==> src/design/rsnt_pkg.sv <==
// shared types, constants and codes of the ring sample store nearest tracker
package rsnt_pkg;

  localparam int MAX_ENTRIES = 256;
  localparam int MAX_DIMS    = 4;
  localparam int VALUE_BITS  = 16;

  localparam int ADDR_W  = $clog2(MAX_ENTRIES);
  localparam int CNT_W   = $clog2(MAX_ENTRIES + 1);
  localparam int DIMS_W  = $clog2(MAX_DIMS + 1);
  localparam int DELTA_W = VALUE_BITS + 1;
  localparam int SQ_W    = 2 * DELTA_W;
  localparam int DIST_W  = 2 * VALUE_BITS + 3;
  localparam int CFG_W   = 9;
  localparam int CIDX_W  = 2;

  localparam logic [DIST_W-1:0] DIST_NONE = {DIST_W{1'b1}};

  typedef logic signed [VALUE_BITS-1:0] value_t;
  typedef logic signed [DELTA_W-1:0]    delta_t;
  typedef logic [SQ_W-1:0]              sq_t;
  typedef logic [DIST_W-1:0]            dist_t;
  typedef logic [ADDR_W-1:0]            addr_t;
  typedef logic [CNT_W-1:0]             count_t;
  typedef logic [DIMS_W-1:0]            dims_t;

  typedef enum logic [1:0] {
    KIND_INSERT = 2'd0,
    KIND_HALVE  = 2'd1,
    KIND_READ   = 2'd2,
    KIND_NONE   = 2'd3
  } kind_t;

  localparam logic [1:0] MODE_TRACK      = 2'd0;
  localparam logic [1:0] MODE_HALVE_ONLY = 2'd1;

  localparam logic [CIDX_W-1:0] CFG_DIMS = 2'd0;
  localparam logic [CIDX_W-1:0] CFG_MODE = 2'd1;
  localparam logic [CIDX_W-1:0] CFG_CAP  = 2'd2;

  // write port of one component lane
  typedef struct packed {
    logic   s_we;
    logic   d_we;
    addr_t  addr;
    value_t s_wd;
    delta_t d_wd;
  } lane_wr_t;

  // one entry moving down the walk pipeline
  typedef struct packed {
    logic                       valid;
    addr_t                      addr;
    dist_t                      near_dist;
    delta_t [MAX_DIMS-1:0]      diff;
    value_t [MAX_DIMS-1:0]      halved;
  } stage_t;

  typedef struct packed {
    value_t [MAX_DIMS-1:0] sample;
    delta_t [MAX_DIMS-1:0] delta;
    dist_t                 near_dist;
    logic                  valid;
  } res_t;

endpackage

==> src/design/rsnt_merge.sv <==
// merge stage: sums lane squares, flags closer entries, keeps the running nearest
module rsnt_merge import rsnt_pkg::*; (
  input  logic                  clk,
  input  logic                  rst,
  input  logic                  start,
  input  stage_t                s1,
  input  sq_t [MAX_DIMS-1:0]    sq,
  output stage_t                s2,
  output dist_t                 sum,
  output logic                  closer,
  output dist_t                 best_dist,
  output delta_t [MAX_DIMS-1:0] best_delta
);
  dist_t sum_c;

  always_comb begin
    sum_c = '0;
    for (int j = 0; j < MAX_DIMS; j++) begin
      sum_c = sum_c + DIST_W'(sq[j]);
    end
  end

  assign closer = s2.valid && (sum < s2.near_dist);

  always_ff @(posedge clk) begin
    if (rst) begin
      s2.valid <= 1'b0;
    end else begin
      s2 <= s1;
    end
    sum <= sum_c;
    if (start) begin
      best_dist  <= DIST_NONE;
      best_delta <= '0;
    end else if (s2.valid && (sum < best_dist)) begin
      best_dist <= sum;
      for (int j = 0; j < MAX_DIMS; j++) begin
        best_delta[j] <= -s2.diff[j];
      end
    end
  end
endmodule

==> config.mk <==
export PLATFORM = sky130hd
export DESIGN_NAME = rsnt_merge
export DESIGN_NICKNAME = d
export VERILOG_FILES = /design/src/design/rsnt_pkg.sv /design/src/design/rsnt_merge.sv
export SDC_FILE = /design/constraint.sdc
export NUM_CORES = 1
export LEC_CHECK = 0
export ABC_AREA = 1
export BUFFER_PORTS_ARGS = -buffer_cell sky130_fd_sc_hd__buf_2
export CORE_AREA = 3 3 244 246
export CTS_CLUSTER_SIZE = 8
export DETAILED_ROUTE_END_ITERATION = 12
export DIE_AREA = 0 0 247 249
export PLACE_DENSITY = 0.59
export SLEW_MARGIN = 20
export SYNTH_ARGS = -nofsm -noshare
export SYNTH_HDL_FRONTEND = slang
export SYNTH_SLANG_ARGS = --single-unit
==> constraint.sdc <==
create_clock -name clk -period 4.41 [get_ports clk]
set_input_delay 0.2205 -clock clk [delete_from_list [all_inputs] [get_ports clk]]
set_output_delay 0.2205 -clock clk [all_outputs]
set_load 0.005 [all_outputs]
==> results of run 1 <==
registers in the layout, summed over array words and instances, names as in the netlist:
| signal | count |
|---|---|
| s2 | 176 |
| best_delta | 68 |
| best_dist | 35 |
| sum | 35 |
synth_stat cells (3+ instances only):
library cell,count
a21o_1,10
a21oi_1,141
buf_2,21
buf_4,4
buf_6,10
clkbuf_1,14
dfxtp_1,139
edfxtp_1,175
fa_1,68
ha_1,106
inv_1,389
nand2_1,362
nand3_1,214
nand3b_1,5
nand4_1,20
nor2_1,161
nor3_1,24
nor4_1,3
o21a_1,6
o21ai_0,33
or2_2,4
xor2_1,60
cell families after synthesis:
| family | after synthesis |
|---|---|
| AO/OA/AOI/OAI | 194 |
| XOR/XNOR | 62 |
| adder cells (fa/ha/maj) | 174 |
| buffers and inverters | 441 |
| flip-flops | 314 |
| AND/OR/NAND/NOR | 796 |
routing by layer:
metal	wire length (um)	share of wire [%]
met1	24100	39
met2	29800	49
met3	5310	8.6
met4	2210	3.6
met5	13	0.021
cells in the final DEF, fill, tap and decap left out, types with 68 or more instances in the layout:
cell | Yosys | routed
inv_1 | 389 | 387
nor2_1 | 161 | 161
nand3_1 | 214 | 214
buf_2 | 21 | 629
ha_1 | 106 | 106
edfxtp_1 | 175 | 175
fa_1 | 68 | 68
nand2_1 | 362 | 362
a21oi_1 | 141 | 141
dfxtp_1 | 139 | 139
dlygate4sd3_1 | 0 | 179
critical path, delay by kind of cell (launching register included):
| family | cells | cell delay [ns] |
|---|---|---|
| adders and majority gates | 1 | 0.30 |
| AOI/OAI and AO/OA | 2 | 0.26 |
| and+or+nand+nor | 6 | 1.83 |
| DFF | 1 | 0.46 |
layout make-up:
type	instances	share of cell area, %
Sequential cell	314	32.8
Multi-Input combinational cell	1226	31.2
Clock buffer	76	5.28
Timing Repair Buffer	814	20.5
Antenna cell	1	0.0102
Inverter	391	6.02
Clock inverter	5	0.276
Tap cell	765	3.91
what timing repair did:
action,in CTS,in global routing
hold endpoints to repair,177,0
resized for setup,0,0
hold buffers,179,0
through the flow:
step | total power, mW | hold slack, ns
6_report | 11.0 | 0.220
5_1_grt | 11.9 | 0.237
4_1_cts | 11.2 | 0.212
3_5_place_dp | 7.60 | 0.399
3_3_place_gp | 7.57 | 0.396
2_1_floorplan | 6.03 | 0.292
worst paths after layout:
| path | end | slack [ns] |
|---|---|---|
| hold reg to reg | best_delta[13] | 0.47 |
| hold / removal | s2[162] | 0.22 |
| setup / recovery | best_dist[13] | 1.40 |
| setup reg to reg | best_dist[13] | 1.40 |
power breakdown:
| group | switching, mW | total [mW] | internal, mW |
|---|---|---|---|
| clock network | 1.34 | 3.38 | 2.04 |
| logic | 2.11 | 3.59 | 1.48 |
| registers | 0.517 | 4.07 | 3.56 |
| total | 3.97 | 11.0 | 7.08 |
==> qor.yml, run 1 <==
status: "completed"
synth-simple-area-share_pct: 19.4
rr_worst_depth: 9
syn_nets: 2470
cts_buffers: 46
fillers: 5712
grtUsageTotal_pct: 19.5
path_cells: "ha_1 -> a21oi_1 -> o21ai_0 -> nor2_1 -> nand3_1 -> nand2_8 -> nand2_2 -> nand2_1 -> nand3_1"
dr_total_vias: 16200
place_congestion: 0.916
synth_xor_area_share_pct: 3.11
core_um2: 57600
drt_wl_total_mm: 61.4
fin_nets: 3282
placed_area_um2: 21400
relSlewSlack_pct: 38.0
setup_ws_ns: 1.40
cts_tree: "built"
clkTransAtPathRegs_ns: 0.05
synthAdderAreaFrac_pct: 15.4
final_cells: 3592
whs_path_depth: 2
grt_max_degree: 172
synthMuxAreaShare_pct: 0
grt_pass1_vias: 16300
drv_slew: 0
drc: 0
synth.avg_cell_area_um2: 8.81
cts-root-buf: "clkbuf_16"
synth_compound_area_share_pct: 5.85
clock_latency_ns: 0.58
drt-pass1-iter-count: 5
worstHoldStart: "rst"
slowest_stage: "nand2_2"
grtUsageMet2_pct: 34.0
viasPerCell: 4.51
detailed_place_hpwl_mm: 47.3
yosys.area.top_type_share_pct: 30.1
worst-slew-pin-transition_ns: 0.929
synth_largest_area_cell: "edfxtp_1"
die_w_um: 247
critPathMaxFanout: 72
initial_core_util_pct: 30.3
fin_util_pct: 42.6
cts_buffer_depth: 3
tns_ns: 0
max_cap_viol_count: 0
busiest_layer: "met2"
yosysWarnings: 0
synth_area_leaders: "edfxtp_1 (30%), dfxtp_1 (16%), inv_1 (8.4%), fa_1 (7.8%), nand2_1 (7.8%)"
ys_seq_area_share_pct: 46.1
grtUsageMet1_pct: 22.6
rows: 88
design_area_um2: 24500
worstSetupEndpointType: "flip-flop"
peakVddDrop_v: 0.000272
placedCellCount: 3331
power_density_nw_per_um2: 451
arrival_ns: 3.44
fin_crit_sh_pct: 68.3
period_minus_slack_ns: 3.01
synth_top_family_by_area: "simple AND/OR/NAND/NOR gates"
ys.flop_type: "edfxtp_1"
ys_ff_latch: 314
crit_path_start: "sum[16]"
ys_types: 32
postCtsSetupBuffers: 0
async_flop_share_pct: 0
grt_pass1_wl_mm: 92.5
worstPathRequired_ns: 4.83
syn_area_um2: 17400
die_height_um: 249
power_leakage_nw: 12.5
multi_input_area_um2: 7650
dpl_worst_slack_ns: 1.18
max_stage_delay_ns: 0.59
max_freq_mhz: 332
ios: 630
antenna_found_initial: 3
setup_viol: 0
worstSetupPathType: "flip-flop to flip-flop"
startpoint_type: "flip-flop"
htree_levels: 2
area_delta_synth_final_pct: 40.5
wl_per_cell_um: 17.1
hp-class: "primary input to flip-flop"
io_buffer_count: 629
r2r_start: "sum[16]"
rsz0062_at_grt: "false"
drive_above_1_share_pct: 24.7
skew_ns: 0.0298
fp.dieArea_um2: 61500
register_area_um2: 8040
drt_iter0_markers: 881
grt_remaining_overflow: 0
hold_violations: 0
cts.sinks: 314
cp_common_cell: "nand3_1"
grt.met3_usage_pct: 6.00
synthCells: 1981
synth_edf_count: 175
ant_nets: 0
(Power assumes the default switching activity.)
==> inputs of run 2 (changes only) <==
==> constraint.sdc (replaced) <==
create_clock -name clk -period 2.58 [get_ports clk]
set_input_delay 0.129 -clock clk [delete_from_list [all_inputs] [get_ports clk]]
set_output_delay 0.129 -clock clk [all_outputs]
set_load 0.005 [all_outputs]
==> run 2 against run 1 <==
Compared with the run above: design area increased by 4.4%; die area did not move; sequential share of layout area down 1.3 points; sequential power is 71% higher; clock skew decreased by 0.0055 ns; critical path depth grew 3; first-iteration DRC count increased by 1.2%; setup slack worse by 1.3 ns; global-route usage is 0.39 points higher; worst hold slack worse by 0.084 ns; combinational power grew 100%; critical path type is now flip-flop to primary output.
==> qor.yml, run 2 (synthesis gave the netlist of run 1 again) <==
grt_pass1_wl_mm: 94.3
whs_path_depth: 5
ant_nets: 0
antenna_found_initial: 2
final_cells: 3709
drt-pass1-iter-count: 5
startpoint_type: "flip-flop"
largest_reg_flops: 176
skew_ns: 0.0243
cts_tree: "built"
grt_pass1_vias: 16900
max_stage_delay_ns: 0.36
cts.sinks: 314
top_register: "s2"
htree_levels: 2
setup_ws_ns: 0.0484
cts-root-buf: "clkbuf_16"
path_cells: "buf_4 -> ha_4 -> nand2_1 -> nor2_2 -> nand2_2 -> nor2_2 -> buf_6 -> nand3_2 -> a21oi_2 -> buf_4 -> nor3_2 -> buf_2"
power_density_nw_per_um2: 777
worst-slew-pin-transition_ns: 0.659
viasPerCell: 4.47
drc: 0
r2r_start: "best_dist[18]"
drt_iter0_markers: 892
design_area_um2: 25600
cts_buffers: 46
status: "completed"
io_buffer_count: 629
rows: 88
final_common_cell: "buf_2"
dr_total_vias: 16600
power_leakage_nw: 13.1
path_delay_family: "buffers and inverters"
setup_viol: 0
placed_area_um2: 22200
rr_worst_depth: 12
rsz0062_at_grt: "true"
worstHoldStart: "sq[135]"
critPathMaxFanout: 3
period_minus_slack_ns: 2.53
hold_violations: 0
drt_wl_total_mm: 62.6
grtUsageTotal_pct: 19.9
initial_core_util_pct: 30.3
drive_above_1_share_pct: 28.8
tns_ns: 0
worstPathRequired_ns: 2.45
arrival_ns: 2.40
largestRegisters: "s2 x176, best_delta x68"
ios: 630
fp.dieArea_um2: 61500
max_freq_mhz: 395
clock_latency_ns: 0.57
holdPathEnd: "sum[34]"
place_congestion: 0.901
worstSetupPathType: "flip-flop to primary output"
dpl_worst_slack_ns: -0.291
detailed_place_hpwl_mm: 48.7
placedCellCount: 3440
hp-class: "primary input to flip-flop"
die_height_um: 249
wl_per_cell_um: 16.9
peakVddDrop_v: 0.000523
r2r_end: "best_delta[27]"
relSlewSlack_pct: 56.0
routed-wl-met3_mm: 4.96
grt_max_degree: 104
fin_util_pct: 44.4
area_delta_synth_final_pct: 46.7
wl_met1_mm: 24.0
crit_path_start: "sum[28]"
die_w_um: 247
final_cell_mix: "buf_2 (629), inv_1 (384), nand2_1 (357)"
slowest_stage: "dfxtp_4"
grt_remaining_overflow: 0
critPathBufInv: 4
worstSetupEndpointType: "primary output"
core_um2: 57600
cts_buffer_depth: 3
drv_slew: 0
clkTransAtPathRegs_ns: 0.06
fin_crit_sh_pct: 98.1
dr.max_layer_used: "met4"
max_cap_viol_count: 0
r2r_slack_ns: 0.34
fin_nets: 3396
route.met2.wl_mm: 30.9
## run 2: how the worst max path moves through the flow
stage / endpoint / slack, ns / cells after the start
floorplan: s2[0] / -0.48 / 1
global placement: sum[34] / -0.25 / 14
detailed placement: sum[34] / -0.29 / 14
CTS: closer / -0.03 / 12
global route: closer / -0.08 / 12
finish: closer / 0.05 / 12
## run 2: what timing repair did
| action | CTS | global route |
|---|---|---|
| gates resized for setup | 30 | 12 |
| setup endpoints to repair | 1 | 1 |
| hold endpoints to repair | 178 | 0 |
| hold buffers | 179 | 0 |
| setup buffers | 4 | 2 |
| pin swaps | 10 | 5 |
## run 2: metrics by stage
step,total power [mW],hold slack (ns)
after floorplan,10.3,0.200
after global placement,13.8,0.305
after detailed placement,13.9,0.307
after CTS,20.0,0.0863
after global routing,21.3,0.131
final,19.9,0.137
## run 2: per-layer routing
metal / up-vias / GRT usage, %
met5: - / 0
met4: 0 / 7.83
met3: 133 / 5.12
met2: 592 / 35.2
met1: 7636 / 22.9
li1: 8214 / -
## run 2: where the power goes
group,total [mW],leakage (nW),switching (mW),internal (mW)
logic,7.26,9.60,3.95,3.30
clock network,5.68,0.642,2.33,3.35
registers,6.94,2.87,0.831,6.11
total,19.9,13.1,7.12,12.8
## run 2: area by class of cell
| class | count | area, um2 |
|---|---|---|
| fillers | 5643 | 32000 |
| multi-input cells | 1226 | 7800 |
| flip-flops and latches | 314 | 8060 |
| inverters | 391 | 1470 |
| well taps | 765 | 957 |
| repair buffers | 928 | 5960 |
| clock inverters | 6 | 77.6 |
| diodes | 1 | 2.50 |
| clock buffers | 78 | 1270 |
## run 2: worst min-delay path, stage by stage
cell and delay [ns]:
buf_2 0.09, fa_1 0.18, xor2_1 0.14, nand2_1 0.09
nand2_1 0.04
==> inputs of run 3 (changes only) <==
--- a/config.mk
+++ b/config.mk
@@ -11,7 +11,7 @@
 export CTS_CLUSTER_SIZE = 8
 export DETAILED_ROUTE_END_ITERATION = 12
 export DIE_AREA = 0 0 247 249
-export PLACE_DENSITY = 0.59
+export PLACE_DENSITY = 0.57
 export SLEW_MARGIN = 20
 export SYNTH_ARGS = -nofsm -noshare
 export SYNTH_HDL_FRONTEND = slang
==> constraint.sdc (replaced) <==
create_clock -name clk -period 3.2 [get_ports clk]
set_input_delay 0.16 -clock clk [delete_from_list [all_inputs] [get_ports clk]]
set_output_delay 0.16 -clock clk [all_outputs]
set_load 0.005 [all_outputs]
==> run 3 against run 2 <==
Compared with the run above: die area unchanged; worst hold slack better by 0.0053 ns; sequential power fell by 20%; via count down 1.5%; setup slack improved by 0.26 ns; largest cell class unchanged; total power is 22% lower.
==> qor.yml, run 3 (synthesis gave the netlist of run 1 again) <==
fin_nets: 3297
grt_max_degree: 156
power_density_nw_per_um2: 629
grt_pass1_vias: 16800
cts_buffers: 47
cts-root-buf: "clkbuf_16"
relSlewSlack_pct: 42.9
die_w_um: 247
area_delta_synth_final_pct: 41.7
clkTransAtPathRegs_ns: 0.06
ios: 630
tns_ns: 0
hold_ws_ns: 0.142
worstSetupEndpointType: "primary output"
p_switching_mw: 5.61
worst-slew-pin-transition_ns: 0.857
antenna_found_initial: 2
cts_tree: "built"
worstPathRequired_ns: 3.04
fin_util_pct: 42.9
place_congestion: 0.971
drv_slew: 0
max_cap_viol_count: 0
worstSetupPathType: "flip-flop to primary output"
drc: 0
status: "completed"
largestRegisters: "s2 x176, best_delta x68"
power_leakage_nw: 12.7
grt_pass1_wl_mm: 94.1
peakVddDrop_v: 0.000410
max_stage_delay_ns: 0.50
drt_wl_total_mm: 61.8
grtUsageTotal_pct: 19.6
drt-pass1-iter-count: 5
rsz0062_at_grt: "false"
postCtsSetupBuffers: 0
period_minus_slack_ns: 2.89
die_height_um: 249
final_cells: 3609
multi_input_area_um2: 7650
slowest_stage: "dfxtp_1"
hp-class: "primary input to flip-flop"
core_um2: 57600
clock_latency_ns: 0.59
detailed_place_hpwl_mm: 47.8
cts_buffer_depth: 3
path_cells: "ha_1 -> a21oi_1 -> o21ai_0 -> a21o_1 -> a21oi_1 -> nand2_1 -> nor3_1 -> buf_2"
cts.sinks: 314
startpoint_type: "flip-flop"
largest_reg_flops: 176
top_register: "s2"
initial_core_util_pct: 30.3
fp.dieArea_um2: 61500
fin_crit_sh_pct: 90.4
dr_total_vias: 16300
htree_levels: 2
grt_remaining_overflow: 0
skew_ns: 0.0390
wl_per_cell_um: 17.1
setup_viol: 0
arrival_ns: 2.73
placedCellCount: 3345
ant_nets: 0
intPower_mw: 9.93
rows: 88
viasPerCell: 4.53
final_cell_mix: "buf_2 (629), inv_1 (387), nand2_1 (362)"
pwr-share-clk_pct: 31.2
p_comb_share_pct: 33.1
seq_power_share_pct: 35.7
critPathMaxFanout: 4
io_buffer_count: 629
cp_common_cell: "a21oi_1"
drive_above_1_share_pct: 25.1
hold_violations: 0
max_freq_mhz: 346
drt_iter0_markers: 956
register_area_um2: 8040
diodes: 0
final_common_cell: "buf_2"
swShare_pct: 36.1
cts_resized: 0
fillers: 5701
run 3: area by class of cell:
| cell class | count | share of cell area [%] |
|---|---|---|
| clock buffers | 78 | 5.36 |
| clock inverters | 7 | 0.486 |
| inverters | 391 | 5.96 |
| multi-input cells | 1226 | 31.0 |
| flip-flops and latches | 314 | 32.5 |
| well taps | 765 | 3.87 |
| repair buffers | 828 | 20.8 |
run 3: per-layer routing:
layer / vias up / GRT usage [%] / share of wire (%)
met3: 93 / 4.45 / 6.8
met1: 7690 / 22.9 / 40
met2: 529 / 35.9 / 51
met5: - / 0 / 0.034
li1: 8018 / - / -
met4: 4 / 4.85 / 2.3
run 3: worst paths after layout:
| check | from | end | slack, ns | depth (start not counted) |
|---|---|---|---|---|
| worst max register to register | sum[18] | best_delta[0] | 0.43 | 10 |
| worst min-delay path | sq[135] | sum[34] | 0.14 | 5 |
| worst max-delay path | sum[30] | closer | 0.31 | 8 |
| worst min register to register | best_delta[18] | best_delta[18] | 0.47 | 2 |
run 3: repair_timing:
item                                    CTS  global route
endpoints found under the setup margin    0             0
hold buffers                            179             0
endpoints found under the hold margin   178             0
run 3: per-stage QoR:
stage	power [mW]	worst slack [ns]	instance area (um2)
floorplan	8.31	0.106	17400
global placement	10.5	0.125	21500
detailed placement	10.6	0.0860	21500
CTS	15.7	0.242	24700
global route	16.6	0.0656	24700
finish	15.5	0.307	24700
run 3: worst max-delay path, delay by kind of cell, from the launching register on:
kind                       cells  cell delay (ns)
AOI/OAI and AO/OA              4             0.67
adders and majority gates      1             0.31
DFF                            1             0.50
and+or+nand+nor                2             0.47
buffers and inverters          1             0.21
run 3: power groups by stage:
stage	sequential (mW)	combinational [mW]	clock (mW)
finish	5.55	5.14	4.85
global route	5.62	5.85	5.17
CTS	5.56	5.17	5.00
detailed placement	5.63	4.97	0
global placement	5.63	4.91	0
floorplan	5.44	2.87	0
